[config.mk]
export PLATFORM = sky130hd
export DESIGN_NAME = tcb_fifo
export DESIGN_NICKNAME = d
export VERILOG_FILES = /design/src/rtl/tcb_pkg.sv /design/src/rtl/tcb_fifo.sv
export SDC_FILE = /design/constraint.sdc
export NUM_CORES = 1
export LEC_CHECK = 0
export BUFFER_PORTS_ARGS = -buffer_cell sky130_fd_sc_hd__buf_2
export CAP_MARGIN = 20
export CORE_ASPECT_RATIO = 0.7
export CORE_MARGIN = 4
export CORE_UTILIZATION = 35
export CTS_BUF_LIST = sky130_fd_sc_hd__clkbuf_2 sky130_fd_sc_hd__clkbuf_4 sky130_fd_sc_hd__clkbuf_8
export DETAILED_ROUTE_END_ITERATION = 10
export PLACE_DENSITY = 0.68
export SYNTH_ARGS = -nofsm -noshare
export SYNTH_HDL_FRONTEND = slang
export SYNTH_SLANG_ARGS = --single-unit
[constraint.sdc]
create_clock -name clk -period 3.13 [get_ports clk]
set_input_delay 0.939 -clock clk [delete_from_list [all_inputs] [get_ports clk]]
set_output_delay 0.939 -clock clk [all_outputs]
set_load 0.02 [all_outputs]
[src/rtl/tcb_pkg.sv]
// Shared types, constants and the per-channel blend function of the
// translucent column blender. No dependencies.
`timescale 1ns / 1ps

package tcb_pkg;

  // Sizes and fixed-point format.
  localparam int DEF_MAX_TEX_HEIGHT = 1024;
  localparam int PALETTE_DEPTH      = 256;
  localparam int MAP_DEPTH          = 256;
  localparam int FRAC_BITS          = 16;
  localparam int MOD_DW             = 16;
  localparam int QUEUE_DEPTH        = 2;
  localparam int CFG_IDX_W          = 2;
  localparam int CFG_DATA_W         = 26;

  // Blend constants.
  localparam logic [7:0] FIRE_TINT_MASK = 8'h70;
  localparam logic [7:0] FX1_LIMIT      = 8'd2;

  // Reset values of the configuration registers.
  localparam logic [25:0] RST_FRAC_STEP  = 26'd65536;
  localparam logic [10:0] RST_TEX_HEIGHT = 11'd128;

  // Input actions.
  typedef enum logic [2:0] {
    ACT_LOAD_PAL   = 3'd0,
    ACT_LOAD_LIGHT = 3'd1,
    ACT_LOAD_TEX   = 3'd2,
    ACT_LOAD_WHITE = 3'd3,
    ACT_START      = 3'd4,
    ACT_PIXEL      = 3'd5
  } tcb_action_e;

  // Blend modes; the two unused codes behave as half.
  typedef enum logic [2:0] {
    MODE_MORE          = 3'd0,
    MODE_HI            = 3'd1,
    MODE_HALF          = 3'd2,
    MODE_FIRE          = 3'd3,
    MODE_FX1           = 3'd4,
    MODE_SEVENTY_FIVE  = 3'd5
  } tcb_mode_e;

  // Configuration register indexes.
  typedef enum logic [CFG_IDX_W-1:0] {
    CFG_BLEND_MODE = 2'd0,
    CFG_FRAC_STEP  = 2'd1,
    CFG_TEX_HEIGHT = 2'd2
  } tcb_cfg_idx_e;

  // Commands handed from the front to the back.
  typedef enum logic [2:0] {
    OP_WR_PAL,
    OP_WR_LIGHT,
    OP_WR_TEX,
    OP_WR_WHITE,
    OP_START,
    OP_PIXEL
  } tcb_op_e;

  typedef struct packed {
    logic [2:0]        action;
    logic [9:0]        table_index;
    logic [23:0]       table_word;
    logic signed [31:0] frac_start;
    logic [7:0]        dest_red;
    logic [7:0]        dest_green;
    logic [7:0]        dest_blue;
  } tcb_in_t;

  typedef struct packed {
    logic [7:0] out_red;
    logic [7:0] out_green;
    logic [7:0] out_blue;
  } tcb_out_t;

  typedef struct packed {
    logic [7:0] red;
    logic [7:0] green;
    logic [7:0] blue;
  } tcb_rgb_t;

  typedef struct packed {
    tcb_op_e     op;
    logic [9:0]  index;
    logic [23:0] word;
    logic        start_neg;
    logic [15:0] start_mag;
    logic [15:0] start_frac;
    tcb_rgb_t    dest;
  } tcb_cmd_t;

  typedef struct packed {
    logic [2:0]  blend_mode;
    logic [25:0] frac_step;
  } tcb_cfg_t;

  // Blend of one 8-bit channel: d is the destination, s the source colour.
  function automatic logic [7:0] tcb_mix(input logic [2:0] mode, input logic [7:0] d,
                                         input logic [7:0] s, input logic opaque);
    logic [10:0] dw;
    logic [10:0] sw;
    logic [10:0] acc;
    logic [7:0]  res;
    dw  = {3'b000, d};
    sw  = {3'b000, s};
    acc = dw + sw;
    res = acc[8:1];
    unique case (mode)
      MODE_MORE: begin
        acc = (dw << 1) + dw + sw;
        res = acc[9:2];
      end
      MODE_HI: begin
        acc = (dw << 3) - dw + sw;
        res = acc[10:3];
      end
      MODE_FIRE: begin
        acc = {3'b000, d | ({1'b0, s[7:1]} & FIRE_TINT_MASK)} + sw;
        res = acc[8:1];
      end
      MODE_FX1: begin
        res = opaque ? s : acc[8:1];
      end
      MODE_SEVENTY_FIVE: begin
        acc = (sw << 1) + sw + dw;
        res = acc[9:2];
      end
      default: begin
        res = acc[8:1];
      end
    endcase
    return res;
  endfunction

endpackage

[src/rtl/tcb_fifo.sv]
// Small synchronous queue used between front and back and on the result side.
// Depends on tcb_pkg for its default depth.
`timescale 1ns / 1ps

module tcb_fifo import tcb_pkg::*; #(
  parameter int Width = 8,
  parameter int Depth = QUEUE_DEPTH
) (
  input  logic             clk,
  input  logic             rst_n,
  input  logic             push,
  input  logic [Width-1:0] wdata,
  output logic             full,
  input  logic             pop,
  output logic [Width-1:0] rdata,
  output logic             empty
);

  localparam int PW   = $clog2(Depth);
  localparam int CNTW = $clog2(Depth + 1);

  logic [Width-1:0] mem_r [Depth];
  logic [PW-1:0]    wr_ptr_r;
  logic [PW-1:0]    rd_ptr_r;
  logic [CNTW-1:0]  count_r;
  logic             do_push;
  logic             do_pop;

  assign full    = (count_r == CNTW'(Depth));
  assign empty   = (count_r == '0);
  assign do_push = push && !full;
  assign do_pop  = pop && !empty;
  assign rdata   = mem_r[rd_ptr_r];

  // Storage; written only on a transfer in.
  always_ff @(posedge clk) begin
    if (do_push) begin
      mem_r[wr_ptr_r] <= wdata;
    end
  end

  // Pointers and fill level.
  always_ff @(posedge clk) begin
    if (!rst_n) begin
      wr_ptr_r <= '0;
      rd_ptr_r <= '0;
      count_r  <= '0;
    end else begin
      if (do_push) begin
        wr_ptr_r <= (wr_ptr_r == PW'(Depth - 1)) ? '0 : wr_ptr_r + 1'b1;
      end
      if (do_pop) begin
        rd_ptr_r <= (rd_ptr_r == PW'(Depth - 1)) ? '0 : rd_ptr_r + 1'b1;
      end
      if (do_push && !do_pop) begin
        count_r <= count_r + 1'b1;
      end else if (do_pop && !do_push) begin
        count_r <= count_r - 1'b1;
      end
    end
  end

endmodule

== After elaboration in Yosys (flattened, before gate mapping) ==
Memory sizes are Yosys's and may differ from the RTL's. A register that Yosys moved wholly into a read port is not among the register bits.
Index checks and enable logic that the tools add are counted.

* Bits in registers: 4
* Bits in latches: 0
* Memory bits (writable): 16
* ROM bits: 0
* Input port bits: 12
* Output and inout port bits: 10
* Logic and storage cells: 27
* Memories kept: 1

{| class="wikitable"
|+ Memory list
! name !! depth !! width !! rd ports !! clocked after Yosys merged registers in !! wr ports !! RTL line !! text
|-
| mem_r || 2 || 8 || 1 || 1 || 1 || tcb_fifo.sv:22 || <nowiki>logic [Width-1:0] mem_r [Depth];</nowiki>
|}

* Add/sub/neg operators: 4
* $mul: 0
* Div/mod/pow operators: 0
* Order comparisons: 0
* Eq/ne operators: 1
* Shift operators: 0
* Mux-type cells: 8
* Bitwise operators: 0
* Reductions and logical operators: 10

{| class="wikitable"
|+ Operators by type and width
! operator !! count
|-
| $mux 1 || 6
|-
| $logic_and 1x1->1 || 4
|-
| $logic_not 1->1 || 4
|-
| $mux 2 || 2
|-
| $add 1x1->1 const B || 2
|-
| $add 2x1->2 const B || 1
|-
| $eq 2x2->1 const B || 1
|-
| $logic_not 2->1 || 1
|-
| $reduce_bool 2->1 || 1
|-
| $sub 2x1->2 const B || 1
|}

== Logic depth before layout (Yosys ltp) ==
* Depth after elaboration: 7
* Gate-level depth with buffers: 7
* Mapped depth without buffers: 7

== Worst setup path before layout ==
OpenSTA, ideal clock, no wires.

* Path kind: input to register
* From: input push
* To: register count_r[1]
* Setup time: 0.070 ns
* Data arrival time: 1.804 ns
* Required time: 3.060 ns
* Path slack: 1.256 ns
* Cell stages on the path: 5
* Buffers on the path: 0
* Cell sequence: inv_1 -> nor2_1 -> ha_1 -> or3_1 -> a21boi_1

* Word-level cells in the longest chain between the ends: 4
* Elaborated cells on any way between the ends: 6
* Classes of those cells: mux (1); reduce/logical (5)

{| class="wikitable"
|+ RTL lines
! element !! RTL line !! text
|-
| start: declaration || tcb_fifo.sv:11 || <nowiki>input logic push,</nowiki>
|-
| $logic_and 1x1->1 (*) || tcb_fifo.sv:31 || <nowiki>assign do_push = push && !full;</nowiki>
|-
| $logic_not 1->1 || tcb_fifo.sv:57 || <nowiki>end else if (do_pop && !do_push) begin</nowiki>
|-
| $logic_and 1x1->1 || tcb_fifo.sv:57 ||
|-
| $reduce_bool 2->1 (no line) || -- ||
|-
| end signal: assignment || tcb_fifo.sv:56 || <nowiki>count_r <= count_r + 1'b1;</nowiki>
|-
| end signal: assignment || tcb_fifo.sv:58 || <nowiki>count_r <= count_r - 1'b1;</nowiki>
|-
| end: declaration || tcb_fifo.sv:25 || <nowiki>logic [CNTW-1:0] count_r;</nowiki>
|}

Every way passes the cells marked *; elsewhere a longest branch is shown, timed or not.
A chain may end at the register's enable or synchronous reset.

==> impl_metrics.py <==
metrics = {
    "synthesis": {
        "synthesis.area_sq_um": 809.5,
        "async_reset_ff_share_pct": 0,
        "synthTopCellsByArea": "edfxtp_1 (59%), dfxtp_1 (12%), mux2_2 (11%), and2_1 (2.3%), xnor2_1 (2.2%)",
        "synth_area_leader_cell": "edfxtp_1",
        "synthCells": 50,
        "synth_fp_nets": 63,
        "synthTopCellsByCount": "edfxtp_1 (16), mux2_2 (8), dfxtp_1 (5), and2_1 (3)",
        "syn_area_per_cell_sq_um": 16.19,
        "yosysMostFrequentCell": "edfxtp_1",
        "synthFlopType": "edfxtp_1",
        "synth_seq_cells": 21,
        "synth-edff-count": 16,
        "seq_area_frac_synth_pct": 71.72,
        "ys_warn_count": 0,
        "yosysTopAreaCellShare_pct": 59.35,
        "synth_cell_types": 20,
    },
    "timing": {
        "maxSlewViolCount": 0,
        "holdWs_ps": 550.2,
        "min_period_over_period_pct": 74.98,
        "setup_violations": 0,
        "hold_viol_final": 0,
        "rsz0062_at_grt": "false",
        "tns_ps": 0,
        "finalClockSkew_ps": 1.828,
        "fin_crit_ps": 2347,
        "max_freq_mhz": 426.1,
        "worstMarginPinSlew_ps": 710.5,
        "slew_headroom_pct": 52.37,
    },
    "place": {
        "place_area_sq_um": 949.7,
        "io_buffers": 21,
        "hpwl_um": 966.5,
        "dp.cells": 102,
        "place_congestion": 0.7227,
    },
    "clocking": {
        "clkSlewWorstSetupHoldPaths_ps": 110,
        "cts_resized": 0,
        "clockBufferDepth": 2,
        "insertion_delay_ps": 300,
        "post-cts-setup-buffers": 0,
        "tritoncts": "yes",
        "htree_levels": 1,
        "clockRootBuffer": "clkbuf_4",
        "hold_buffers": 0,
        "clock_sink_count": 21,
        "cts_buffers": 3,
    },
    "layout": {
        "finalNetCount": 88,
        "finalCoreUtilization_pct": 44.99,
        "stdcell_area_sq_um": 977.2,
        "nFillCells": 211,
        "diodes": 0,
        "drive_above_1_share_pct": 47.30,
        "fin_cells": 106,
        "syn2layout_area_growth_pct": 20.71,
    },
    "job": {
        "maxCapViolCount": 0,
    },
    "global_route": {
        "grt_usage_pct": 8.622,
        "grt_pass1_wl_mm": 1.938,
        "antenna_found_initial": 0,
        "grt_pass1_vias": 438,
        "grt.overflow.total": 0,
        "grt_max_degree": 13,
    },
    "floorplanning": {
        "num_rows": 14,
        "die_w_um": 65.48,
        "ios": 22,
        "initial_core_util_pct": 37.27,
        "die_h_um": 48.24,
        "core_sq_um": 2172,
        "dieArea_sq_um": 3158,
    },
    "critical_path": {
        "r2r-start": "count_r[0]",
        "critical_path.reg2reg.endpoint": "count_r[1]",
        "worstRegToRegCells": 6,
        "timing.critical_path.buf_inv": 1,
        "arrival_ps": 1410,
        "crit_chain": "mux2_2 > buf_2",
        "endpoint_kind": "output port",
        "slowest_stage": "dfxtp_1",
        "path_depth": 2,
        "critPathMaxFanout": 8,
        "cp.required_ps": 2190,
        "path_class": "flip-flop to output port",
        "critPathTopFamily": "flip-flops",
        "crit_path_end": "rdata[3]",
        "rrSetupSlack_ps": 1550,
        "slowest_delay_ps": 560,
        "worstSetupStartpointType": "flip-flop",
    },
    "drt": {
        "vias_per_cell": 4.415,
        "drc_errors": 0,
        "ant_nets": 0,
        "drtIter0Drc": 3,
        "wl_per_cell_um": 12.22,
        "wirelength_mm": 1.295,
        "drtPass1Iterations": 3,
        "vias": 468,
    },
    "power": {
        "power_frac_seq_pct": 50.0,
        "clkPwrFrac_pct": 15.8,
        "power_density_nw_per_um2": 806.9,
        "p_leak_uw": 0.0003817,
        "p_sw_share_pct": 33.48,
        "power.internal_uw": 524.5,
        "power.switching_uw": 264.0,
        "worst_ir_drop_vdd_v": 0.0004033,
        "combPwrFrac_pct": 34.2,
    },
    "status": {
        "status": "finished, final reports clean",
    },
    "min_path": {
        "hold_path.class": "flip-flop to flip-flop",
        "hold_path_depth": 2,
    },
}
[stage by stage]
step	setup slack [ps]	total power, uW
floorplan	1256	593.5
global placement	1068	664.1
detailed placement	1058	672.5
CTS	760.1	800.2
global route	705.2	842.0
finish	783.0	788.5
[metal layers]
metal / global-route usage (%) / up-vias / routed length (um)
met3: 6.221 / 0 / 131
met2: 13.88 / 19 / 568
met4: 0 / 0 / 0
met5: 0 / - / 0
met1: 10.14 / 218 / 595
li1: - / 231 / -
[placed cells by master, fill, tap and decap left out, types with 2 or more instances in the layout]
cell type and count:
xnor2_1 2, nor2_1 2, dfxtp_1 5, buf_2 21, edfxtp_1 16, clkbuf_4 3, mux2_2 8, and2_1 3
[tightest hold or removal path: stages (launching register included)]
cell and delay (ps):
dfxtp_1 360, o21ai_0 90, a21boi_1 60
[logic make-up (layout without fill, tap and decap cells)]
group	after synthesis	after routing	synth area share, %
xor+xnor	3	3	3.246
simple gates	9	9	6.803
buf+inv	3	27	1.544
compound gates	5	5	4.018
fa+ha+maj	1	1	1.545
mux	8	8	11.13
flops	21	21	71.72
[power groups by stage]
stage / sequential (uW) / clock, uW / combinational (uW)
global route: 400 / 145 / 297
CTS: 395 / 132 / 273
floorplan: 380 / 0 / 213
global placement: 399 / 0 / 265
detailed placement: 401 / 0 / 272
finish: 394 / 125 / 269
[how the worst min path moves through the flow]
stage	from	end	slack, ps
finish	count_r[1]	count_r[1]	550
global route	count_r[1]	count_r[1]	550
CTS	count_r[1]	count_r[1]	540
detailed placement	count_r[1]	count_r[1]	510
global placement	count_r[1]	count_r[1]	510
floorplan	count_r[1]	count_r[1]	480
[registers in the layout, indices dropped and copies added (netlist names), named ones only]
name,cells
mem_r,16
rd_ptr_r,1
count_r,2
wr_ptr_r,1
[layout make-up]
| cell class | instances | area, sq um | area share [%] |
|---|---|---|---|
| Clock buffer | 3 | 22.52 | 2.305 |
| Sequential cell | 21 | 580.6 | 59.41 |
| Clock inverter | 1 | 5.005 | 0.5122 |
| Inverter | 2 | 7.507 | 0.7682 |
| Timing Repair Buffer | 21 | 105.1 | 10.76 |
| Tap cell | 32 | 40.04 | 4.097 |
| Multi-Input combinational cell | 26 | 216.5 | 22.15 |
Note: power is estimated with default switching activity, not from simulation.
