[src/rtl/tcb_pkg.sv]
// Shared types, constants and the per-channel blend function of the
// translucent column blender. No dependencies.
`timescale 1ns / 1ps

package tcb_pkg;

  // Sizes and fixed-point format.
  localparam int DEF_MAX_TEX_HEIGHT = 1024;
  localparam int PALETTE_DEPTH      = 256;
  localparam int MAP_DEPTH          = 256;
  localparam int FRAC_BITS          = 16;
  localparam int MOD_DW             = 16;
  localparam int QUEUE_DEPTH        = 2;
  localparam int CFG_IDX_W          = 2;
  localparam int CFG_DATA_W         = 26;

  // Blend constants.
  localparam logic [7:0] FIRE_TINT_MASK = 8'h70;
  localparam logic [7:0] FX1_LIMIT      = 8'd2;

  // Reset values of the configuration registers.
  localparam logic [25:0] RST_FRAC_STEP  = 26'd65536;
  localparam logic [10:0] RST_TEX_HEIGHT = 11'd128;

  // Input actions.
  typedef enum logic [2:0] {
    ACT_LOAD_PAL   = 3'd0,
    ACT_LOAD_LIGHT = 3'd1,
    ACT_LOAD_TEX   = 3'd2,
    ACT_LOAD_WHITE = 3'd3,
    ACT_START      = 3'd4,
    ACT_PIXEL      = 3'd5
  } tcb_action_e;

  // Blend modes; the two unused codes behave as half.
  typedef enum logic [2:0] {
    MODE_MORE          = 3'd0,
    MODE_HI            = 3'd1,
    MODE_HALF          = 3'd2,
    MODE_FIRE          = 3'd3,
    MODE_FX1           = 3'd4,
    MODE_SEVENTY_FIVE  = 3'd5
  } tcb_mode_e;

  // Configuration register indexes.
  typedef enum logic [CFG_IDX_W-1:0] {
    CFG_BLEND_MODE = 2'd0,
    CFG_FRAC_STEP  = 2'd1,
    CFG_TEX_HEIGHT = 2'd2
  } tcb_cfg_idx_e;

  // Commands handed from the front to the back.
  typedef enum logic [2:0] {
    OP_WR_PAL,
    OP_WR_LIGHT,
    OP_WR_TEX,
    OP_WR_WHITE,
    OP_START,
    OP_PIXEL
  } tcb_op_e;

  typedef struct packed {
    logic [2:0]        action;
    logic [9:0]        table_index;
    logic [23:0]       table_word;
    logic signed [31:0] frac_start;
    logic [7:0]        dest_red;
    logic [7:0]        dest_green;
    logic [7:0]        dest_blue;
  } tcb_in_t;

  typedef struct packed {
    logic [7:0] out_red;
    logic [7:0] out_green;
    logic [7:0] out_blue;
  } tcb_out_t;

  typedef struct packed {
    logic [7:0] red;
    logic [7:0] green;
    logic [7:0] blue;
  } tcb_rgb_t;

  typedef struct packed {
    tcb_op_e     op;
    logic [9:0]  index;
    logic [23:0] word;
    logic        start_neg;
    logic [15:0] start_mag;
    logic [15:0] start_frac;
    tcb_rgb_t    dest;
  } tcb_cmd_t;

  typedef struct packed {
    logic [2:0]  blend_mode;
    logic [25:0] frac_step;
  } tcb_cfg_t;

  // Blend of one 8-bit channel: d is the destination, s the source colour.
  function automatic logic [7:0] tcb_mix(input logic [2:0] mode, input logic [7:0] d,
                                         input logic [7:0] s, input logic opaque);
    logic [10:0] dw;
    logic [10:0] sw;
    logic [10:0] acc;
    logic [7:0]  res;
    dw  = {3'b000, d};
    sw  = {3'b000, s};
    acc = dw + sw;
    res = acc[8:1];
    unique case (mode)
      MODE_MORE: begin
        acc = (dw << 1) + dw + sw;
        res = acc[9:2];
      end
      MODE_HI: begin
        acc = (dw << 3) - dw + sw;
        res = acc[10:3];
      end
      MODE_FIRE: begin
        acc = {3'b000, d | ({1'b0, s[7:1]} & FIRE_TINT_MASK)} + sw;
        res = acc[8:1];
      end
      MODE_FX1: begin
        res = opaque ? s : acc[8:1];
      end
      MODE_SEVENTY_FIVE: begin
        acc = (sw << 1) + sw + dw;
        res = acc[9:2];
      end
      default: begin
        res = acc[8:1];
      end
    endcase
    return res;
  endfunction

endpackage

[src/rtl/tcb_front.sv]
// Front of the blender: classifies accepted items into back-end commands,
// drops ignored items and splits the start coordinate. Depends on tcb_pkg.
`timescale 1ns / 1ps

module tcb_front import tcb_pkg::*; #(
  parameter int MAX_TEX_HEIGHT = DEF_MAX_TEX_HEIGHT
) (
  input  logic     item_valid,
  input  tcb_in_t  item,
  output logic     cmd_push,
  output tcb_cmd_t cmd
);

  logic [31:0] idx32;
  logic [15:0] whole;
  logic        useful;

  always_comb begin
    idx32 = 32'(item.table_index);
    // Integer part of the 16.16 start; a negative value is carried as its
    // one's complement so the back end only divides non-negative numbers.
    whole = item.frac_start[31:FRAC_BITS];

    cmd.op         = OP_PIXEL;
    cmd.index      = item.table_index;
    cmd.word       = item.table_word;
    cmd.start_neg  = whole[15];
    cmd.start_mag  = whole[15] ? ~whole : whole;
    cmd.start_frac = item.frac_start[FRAC_BITS-1:0];
    cmd.dest.red   = item.dest_red;
    cmd.dest.green = item.dest_green;
    cmd.dest.blue  = item.dest_blue;
    useful         = 1'b0;

    unique case (item.action)
      ACT_LOAD_PAL: begin
        cmd.op = OP_WR_PAL;
        useful = idx32 < 32'(PALETTE_DEPTH);
      end
      ACT_LOAD_LIGHT: begin
        cmd.op = OP_WR_LIGHT;
        useful = idx32 < 32'(MAP_DEPTH);
      end
      ACT_LOAD_TEX: begin
        cmd.op = OP_WR_TEX;
        useful = idx32 < 32'(MAX_TEX_HEIGHT);
      end
      ACT_LOAD_WHITE: begin
        cmd.op = OP_WR_WHITE;
        useful = idx32 < 32'(MAP_DEPTH);
      end
      ACT_START: begin
        cmd.op = OP_START;
        useful = 1'b1;
      end
      ACT_PIXEL: begin
        cmd.op = OP_PIXEL;
        useful = 1'b1;
      end
      default: begin
        useful = 1'b0;
      end
    endcase

    cmd_push = item_valid && useful;
  end

endmodule

[config.mk]
export PLATFORM = sky130hd
export DESIGN_NAME = tcb_front
export DESIGN_NICKNAME = d
export VERILOG_FILES = /design/src/rtl/tcb_pkg.sv /design/src/rtl/tcb_front.sv
export SDC_FILE = /design/constraint.sdc
export NUM_CORES = 1
export LEC_CHECK = 0
export ABC_AREA = 1
export BUFFER_PORTS_ARGS = -buffer_cell sky130_fd_sc_hd__buf_2
export CORE_AREA = 2 2 74 76
export DETAILED_ROUTE_END_ITERATION = 7
export DIE_AREA = 0 0 76 78
export PLACE_DENSITY = 0.6
export SYNTH_ARGS = -nofsm -noshare
export SYNTH_HDL_FRONTEND = slang
export SYNTH_SLANG_ARGS = --single-unit
[constraint.sdc]
create_clock -name vclk -period 0.8
set_input_delay 0.12 -clock vclk [all_inputs]
set_output_delay 0.12 -clock vclk [all_outputs]
set_load 0.01 [all_outputs]
======== After elaboration in Yosys (flattened, before gate mapping) ========
Index checks and enable logic that the tools add are counted.
storage, ports and cells
  register bits ........................... 0
  input bits .............................. 94
  output and inout port bits .............. 95
  logic and storage cells ................. 14
cells by class
  magnitude comparators ................... 1
  eq/ne operators ......................... 5
  mux-type cells .......................... 3
  bitwise logic cells ..................... 1
  reduce and logical (&&, ||, !) cells .... 4
operator list
  kind                                                                            number
  16-bit 2-to-1 mux                                                               1
  16-bit inverter                                                                 1
  3-bit case mux with 5 select lines                                              1
  10-bit by 9-bit less-than comparator with 1-bit output (second input constant)  1
  3-bit by 2-bit == test with 1-bit output (second input constant)                2
  3-bit == test (second input constant)                                           2
  3-bit OR reduction                                                              2
  3-bit by 1-bit == test with 1-bit output (second input constant)                1
  3-bit zero test                                                                 1
  1-bit case mux with 2 select lines                                              1
  1-bit logical AND                                                               1

======== Depth between registers and ports, before layout ========
Gate-level depths: netlist (run 1).
  depth after elaboration ................. 4
  mapped depth ............................ 5
  depth with buffers taken out ............ 5

======== Least setup slack after synthesis (run 1) ========
Ideal clock, no wire load.
  path kind ............................... input to output
  start ................................... in item[55] in the netlist's numbering
  end ..................................... out cmd[45] in the netlist's numbering
  arrival time ............................ 0.608 ns
  data required time ...................... 0.680 ns
  setup slack ............................. 0.072 ns
  cell stages on the path ................. 3
  buffers on the path ..................... 2
  path through ............................ buf_6 > buf_12 > xor2_1
RTL lines
  what                line             RTL
  start: declaration  tcb_front.sv:9   input tcb_in_t item,
  end: declaration    tcb_front.sv:11  output tcb_cmd_t cmd

==> out/metrics.yaml, run 1 <==
floorplan:
  die_w_um: 76
  std_cell_rows: 26
  start_util_pct: 15.8
  dieArea_um2: 5930
  die_h_um: 78
  core-area_um2: 5040
  ios: 189
route:
  vias_per_cell: 2.90
  drt_drc_violations_left: 0
  dr.pass1.iters: 3
  ant_nets: 0
  routed_wl_mm: 1.32
  drt-initial-drc-count: 2
  vias: 415
  wire_per_inst_um: 9.20
timing:
  fin_crit_ns: 0.731
  grt_setup_unrepaired: "no"
  fin_crit_sh_pct: 91.4
  setup_tns_ns: 0
  setup_viol: 0
  maxSlewViolCount: 0
  fmax_mhz: 1370
  hold_viol_final: 0
  fin_ws_ns: 0.0688
placed_design:
  pre_cts_ws_ns: -0.134
  hpwl_mm: 1.11
  gp_congestion: 0.606
  port_buffers: 44
  place_inst: 143
logic_synthesis:
  synth_area_um2: 796
  synth_fp_nets: 202
  synth_top_area_share_pct: 71.7
  synthTopCellsByArea: "buf_4 (72%), xor2_1 (17%), inv_1 (2.8%)"
  yosysWarnings: 0
  synth.avg_cell_area_um2: 7.37
  ys_seq_area_share_pct: 0
  syn_inst: 108
  synth.distinct_cells: 12
  yosysTopAreaCell: "buf_4"
power:
  vdd_ir_drop_max_mv: 0.181
  p_leak_uw: 0.000291
  total_power_uw: 303
  power_density_nw_per_um2: 597
setup_path:
  criticalPathCategory: "input pin to primary output"
  cp-end-kind: "primary output"
  max_stage_delay_ns: 0.17
  critPathArrivalTime_ns: 0.61
  cpMaxStageDelayCell: "buf_6"
  critPathMaxFanout: 16
  cp_top_family: "buffers and inverters"
  worstPathCellList: "buf_6 -> xor2_1 -> buf_2"
  crit_buf_inv: 2
  cp.required_ns: 0.68
  cp-start-kind: "input pin"
global_route:
  grt_max_degree: 17
  grt_pass1_wl_mm: 1.79
  grt_pass1_vias: 389
  overflow: 0
  antenna_found_initial: 0
  gr-usage-all-layers_pct: 3.50
layout:
  area_delta_synth_final_pct: -36.2
  nFillCells: 597
  post-route-util_pct: 10.1
  multiInputGateArea_um2: 171
  final_common_cell: "buf_2"
  n_clock_buffer: 0
  fin_cells: 143
  final_cell_mix: "buf_2 (43), xor2_1 (15), inv_1 (4)"
  seq_cells: 0
  num_antenna_cells: 0
  drive_gt1_share_pct: 64.4
  seqCellArea_um2: 0
  fin_nets: 169
clock_network:
  hold_buffers: 0
hold_path:
  hp-class: "input pin to primary output"
run:
  drv_cap: 0
run_status:
  status: "finished clean"
path summary, 6_finish.rpt:
kind	startpoint	endpoint	slack, ns	cells past startpoint
setup / recovery	item[55]	cmd[52]	0.07	3
hold / removal	item[20]	cmd[20]	0.24	0
per-layer routing:
layer	GRT usage (%)	vias up	part of all wire [%]
met3	2.79	22	24
met1	2.01	161	21
met2	5.98	62	45
li1	-	170	-
met5	0	-	0
met4	4.18	0	9.9
cells in the mapped netlist, drive strengths merged:
library cell,instances
o21ai,1
buf,78
a21boi,1
xor2,15
nand2,3
nand3,1
clkbuf,1
conb,1
inv,6
nor2,1
power breakdown:
| group | switching, uW | internal [uW] |
|---|---|---|
| Clock | 0 | 0 |
| Combinational | 159 | 144 |
| Sequential | 0 | 0 |
| Total | 159 | 144 |
per-stage QoR:
step / hold slack (ns) / cell area [um2]
6_report: 0.240 / 508
5_1_grt: 0.240 / 508
4_1_cts: 0.240 / 504
3_5_place_dp: 0.240 / 498
3_3_place_gp: 0.240 / 498
2_1_floorplan: 0.288 / 796
kinds of logic after synthesis:
family	synth area share [%]
other	0.471
AOI/OAI and AO/OA	1.57
xor gates and xnor gates	16.5
and+or+nand+nor	2.51
buffers and inverters	78.9
timing repair:
item | in CTS | in global routing
endpoints found under the setup margin | 15 | 2
setup buffers | 0 | 0
pin swaps | 0 | 0
resized for setup | 2 | 5
cell type report:
cell class	instances	share of cell area, %
repair buffers	44	44.6
well taps	70	17.2
multi-input cells	23	33.7
inverters	6	4.43
Power figures use the tool's default switching activity.
==> run 2, diff against run 1 <==
--- a/config.mk
+++ b/config.mk
@@ -10,7 +10,7 @@
 export CORE_AREA = 2 2 74 76
 export DETAILED_ROUTE_END_ITERATION = 7
 export DIE_AREA = 0 0 76 78
-export PLACE_DENSITY = 0.6
+export PLACE_DENSITY_LB_ADDON = 0.05
 export SYNTH_ARGS = -nofsm -noshare
 export SYNTH_HDL_FRONTEND = slang
 export SYNTH_SLANG_ARGS = --single-unit
==> run 2 against run 1 <==
Global-route usage rose by 1.3 points. Sequential cell count unchanged. Die area unchanged. Total power grew 13%. Utilization is 1.4 points higher. Routed wire length is 31% higher. Maximum frequency down 6.5%. Setup slack got worse by 0.051 ns. Non-clock buffer count rose by 4. Cell count grew 2.8%. Combinational power grew 14%. Largest cell class unchanged. Largest power group unchanged.
==> out/metrics.yaml, run 2 (synthesized netlist as in run 1, its figures left out) <==
floorplan:
  dieArea_um2: 5930  # unchanged
  core-area_um2: 5040  # unchanged
  die_w_um: 76  # unchanged
  ios: 189  # unchanged
  std_cell_rows: 26  # unchanged
  start_util_pct: 15.8  # unchanged
  die_h_um: 78  # unchanged
setup_path:
  criticalPathCategory: "input pin to primary output"
  cp.required_ns: 0.68  # about the same
  critPathArrivalTime_ns: 0.66  # +0.05 ns
  critPathMaxFanout: 5  # -11
  cp-start-kind: "input pin"
  crit_start: "item[55]"
  cp-end-kind: "primary output"
timing:
  fin_crit_ns: 0.782  # +0.0509 ns
  hold_viol_final: 0  # unchanged
  maxSlewViolCount: 0  # unchanged
  setup_viol: 0  # unchanged
  grt_setup_unrepaired: "yes"
  fin_crit_sh_pct: 97.8  # +6.4 points
  fmax_mhz: 1280  # -6.5%
  fin_ws_ns: 0.0179  # -0.0509 ns
route:
  wire_per_inst_um: 11.8  # +28%
  vias: 465  # +12%
  drt-initial-drc-count: 0  # -2
  routed_wl_mm: 1.73  # +31%
  drt_drc_violations_left: 0  # unchanged
  dr.pass1.iters: 1  # -2
  vias_per_cell: 3.16  # +9.0%
  ant_nets: 0  # unchanged
placed_design:
  placed_cell_area_um2: 533  # +7.0%
  pre_cts_ws_ns: -0.00641  # +0.128 ns
  port_buffers: 44  # unchanged
  gp_congestion: 0.568  # -6.3%
  hpwl_mm: 1.48  # +33%
global_route:
  grt_max_degree: 12  # -5
  gr-usage-all-layers_pct: 4.80  # +1.3 points
  grt_pass1_vias: 493  # +27%
  antenna_found_initial: 0  # unchanged
  overflow: 0  # unchanged
  grt_pass1_wl_mm: 2.40  # +34%
layout:
  num_antenna_cells: 0  # unchanged
  final_common_cell: "buf_2"
  final_cell_mix: "buf_2 (43), xor2_1 (15), inv_1 (4)"
  area_delta_synth_final_pct: -27.2
  fin_nets: 173  # +2.4%
  post-route-util_pct: 11.5  # +1.4 points
  seq_cells: 0  # unchanged
  fin_area_um2: 579  # +14%
  n_clock_buffer: 0  # unchanged
  drive_gt1_share_pct: 67.5  # +3.1 points
  seqCellArea_um2: 0  # unchanged
hold_path:
  hold_path_startpoint: "item[13]"
  hp-class: "input pin to primary output"
power:
  vdd_ir_drop_max_mv: 0.157  # -13%
  power_density_nw_per_um2: 593  # -0.61%
  p_leak_uw: 0.000327  # +12%
run:
  drv_cap: 0  # unchanged
clock_network:
  post_cts.repair.setup_buffers: 0  # unchanged
run_status:
  status: "finished clean"
## run 2: worst paths after layout
path,end,depth (start not counted)
max,cmd[51],4
min,cmd[13],0
## run 2: per-stage QoR
step	setup TNS [ns]	hold WS, ns	cells	power, uW
after floorplan	0	0.288	108	539
after global placement	-0.0642	0.240	146	331
after detailed placement	-0.0127	0.240	146	321
after CTS	-0.00483	0.240	146	323
after global routing	-0.00430	0.240	147	377
final	0	0.240	147	344
## run 2: repair_timing
action / CTS / global route
cloned: 0 / 1
resized for setup: 0 / 10
hold buffers: 0 / 0
pin swaps: 2 / 8
setup endpoints to repair: 4 / 16
## run 2: worst max-delay path, stage by stage
cell and delay [ns]:
buf_8 0.11, clkbuf_16 0.15, xor2_1 0.15, buf_2 0.14
## run 2: layer usage
layer | vias up | share of wire (%) | track usage, %
met2 | 84 | 43 | 7.77
met1 | 175 | 22 | 2.64
li1 | 178 | - | -
met4 | 0 | 9.8 | 6.00
met5 | - | 0 | 0
met3 | 28 | 25 | 4.42
## run 2: cell type report
| cell class | count | area, um2 |
|---|---|---|
| fill | 595 | 4460 |
| timing repair buffer | 48 | 294 |
| multi-input combinational | 23 | 175 |
| tap | 70 | 87.6 |
| inverter | 6 | 22.5 |
## run 2: power by group
group / switching [uW] / internal, uW / total (uW)
Clock: 0 / 0 / 0
Sequential: 0 / 0 / 0
Combinational: 168 / 175 / 344
Total: 168 / 175 / 344
==> run 3, diff against run 2 <==
--- a/config.mk
+++ b/config.mk
@@ -7,9 +7,9 @@
 export LEC_CHECK = 0
 export ABC_AREA = 1
 export BUFFER_PORTS_ARGS = -buffer_cell sky130_fd_sc_hd__buf_2
-export CORE_AREA = 2 2 74 76
+export CORE_AREA = 2 2 73 75
 export DETAILED_ROUTE_END_ITERATION = 7
-export DIE_AREA = 0 0 76 78
+export DIE_AREA = 0 0 75 77
 export PLACE_DENSITY_LB_ADDON = 0.05
 export SYNTH_ARGS = -nofsm -noshare
 export SYNTH_HDL_FRONTEND = slang
==> constraint.sdc (replaced) <==
create_clock -name vclk -period 0.95
set_input_delay 0.095 -clock vclk [all_inputs]
set_output_delay 0.095 -clock vclk [all_outputs]
set_load 0.01 [all_outputs]
==> run 3 against run 2 <==
Design area shrank 14%. Worst hold slack got worse by 0.050 ns. First-iteration DRC count rose by 7. Die area down 2.6%. Global-route usage shrank 0.64 points. Total power is 26% lower. Combinational power down 26%. Largest cell class unchanged.
==> out/metrics.yaml, run 3 (synthesized netlist as in run 1, its figures left out) <==
layout:
  drive_gt1_share_pct: 60.3  # -7.3 points
  multiInputGateArea_um2: 168  # -4.3%
  fin_nets: 169  # -2.3%
  n_clock_buffer: 0  # unchanged
  final_common_cell: "buf_2"
  area_delta_synth_final_pct: -37.1
  seq_cells: 0  # unchanged
  num_antenna_cells: 0  # unchanged
  post-route-util_pct: 10.1  # -1.4 points
  seqCellArea_um2: 0  # unchanged
  nFillCells: 581  # -2.4%
  final_cell_mix: "buf_2 (43), xor2_1 (15), inv_1 (6)"
setup_path:
  critPathArrivalTime_ns: 0.69  # +0.03 ns
  max_stage_delay_ns: 0.27  # +0.12 ns
  crit_cells: 3  # -1
  cp_top_family: "buffers and inverters"
  criticalPathCategory: "input pin to primary output"
  crit_buf_inv: 2  # -1
  cp-start-kind: "input pin"
  critPathMaxFanout: 16  # +11
  cp.required_ns: 0.85  # +0.17 ns
  cp-end-kind: "primary output"
  worstPathCellList: "clkbuf_4 -> xor2_1 -> buf_2"
  cpMaxStageDelayCell: "clkbuf_4"
route:
  vias: 438  # -5.8%
  dr.pass1.iters: 2  # +1
  routed_wl_mm: 1.45  # -16%
  drt-initial-drc-count: 7  # +7
  drt_drc_violations_left: 0  # unchanged
  vias_per_cell: 3.06  # -3.2%
  ant_nets: 0  # unchanged
  wire_per_inst_um: 10.1  # -14%
placed_design:
  port_buffers: 44  # unchanged
  hpwl_mm: 1.28  # -13%
  gp_congestion: 0.615  # +8.4%
global_route:
  grt_pass1_vias: 424  # -14%
  antenna_found_initial: 0  # unchanged
  gr-usage-all-layers_pct: 4.17  # -0.64 points
  overflow: 0  # unchanged
  grt_pass1_wl_mm: 1.88  # -22%
  grt_max_degree: 17  # +5
timing:
  fmax_mhz: 1280
  hold_viol_final: 0  # unchanged
  fin_crit_ns: 0.782
  maxSlewViolCount: 0  # unchanged
  setup_viol: 0  # unchanged
  fin_crit_sh_pct: 82.3
  grt_setup_unrepaired: "no"
  setup_tns_ns: 0  # unchanged
floorplan:
  die_w_um: 75  # -1.3%
  core-area_um2: 4980  # -1.3%
  dieArea_um2: 5780  # -2.6%
  start_util_pct: 16.0  # +0.21 points
  die_h_um: 77  # -1.3%
  ios: 189  # unchanged
  std_cell_rows: 26  # unchanged
clock_network:
  cts_resized: 0  # unchanged
  hold_buffers: 0  # unchanged
  post_cts.repair.setup_buffers: 0  # unchanged
power:
  p_leak_uw: 0.000291  # -11%
  p_comb_share_pct: 100.0  # about the same
  p_int_uw: 118  # -33%
  vdd_ir_drop_max_mv: 0.159  # +0.90%
  p_seq_share_pct: 0  # unchanged
  swShare_pct: 53.6  # +4.7 points
  power_density_nw_per_um2: 509  # -14%
  power.switching_uw: 136  # -19%
  clockPowerShare_pct: 0  # unchanged
hold_path:
  min_path_cells: 0  # unchanged
  hp-class: "input pin to primary output"
run_status:
  status: "finished clean"
run:
  drv_cap: 0  # unchanged
## run 3: changes by cell type in the layout (fill, tap and decap cells not counted), sizes merged
cell and change:
buf -4
## run 3: final cells by class
class | count | share of cell area, %
Timing Repair Buffer | 44 | 44.5
Multi-Input combinational cell | 23 | 33.5
Tap cell | 70 | 17.5
Inverter | 6 | 4.50
## run 3: path summary, 6_finish.rpt
kind / from / endpoint / slack, ns
max: item[55] / cmd[53] / 0.17
min: item[26] / cmd[26] / 0.19
## run 3: power groups by stage
stage	clock [uW]	combinational, uW	sequential (uW)
5_1_grt	0	284	0
3_3_place_gp	0	269	0
6_report	0	255	0
4_1_cts	0	258	0
2_1_floorplan	0	454	0
3_5_place_dp	0	257	0
## run 3: per-stage QoR
step	cells	hold slack [ns]	worst slack (ns)	power, uW	area, um2
after floorplan	108	0.238	0.272	454	796
after CTS	143	0.190	0.0613	258	498
after global routing	143	0.190	0.0880	284	500
after global placement	143	0.190	0.0481	269	498
final	143	0.190	0.168	255	500
after detailed placement	143	0.190	0.0678	257	498
## run 3: per-layer routing
layer  track usage (%)  share of wire [%]  routed length, um  vias up
met5                 0                  0                  0        -
met4              1.79                4.2                 61        0
met3              4.07                 28                400       18
met2              8.68                 47                679       73
met1              1.56                 21                308      177
li1                  -                  -                  -      170
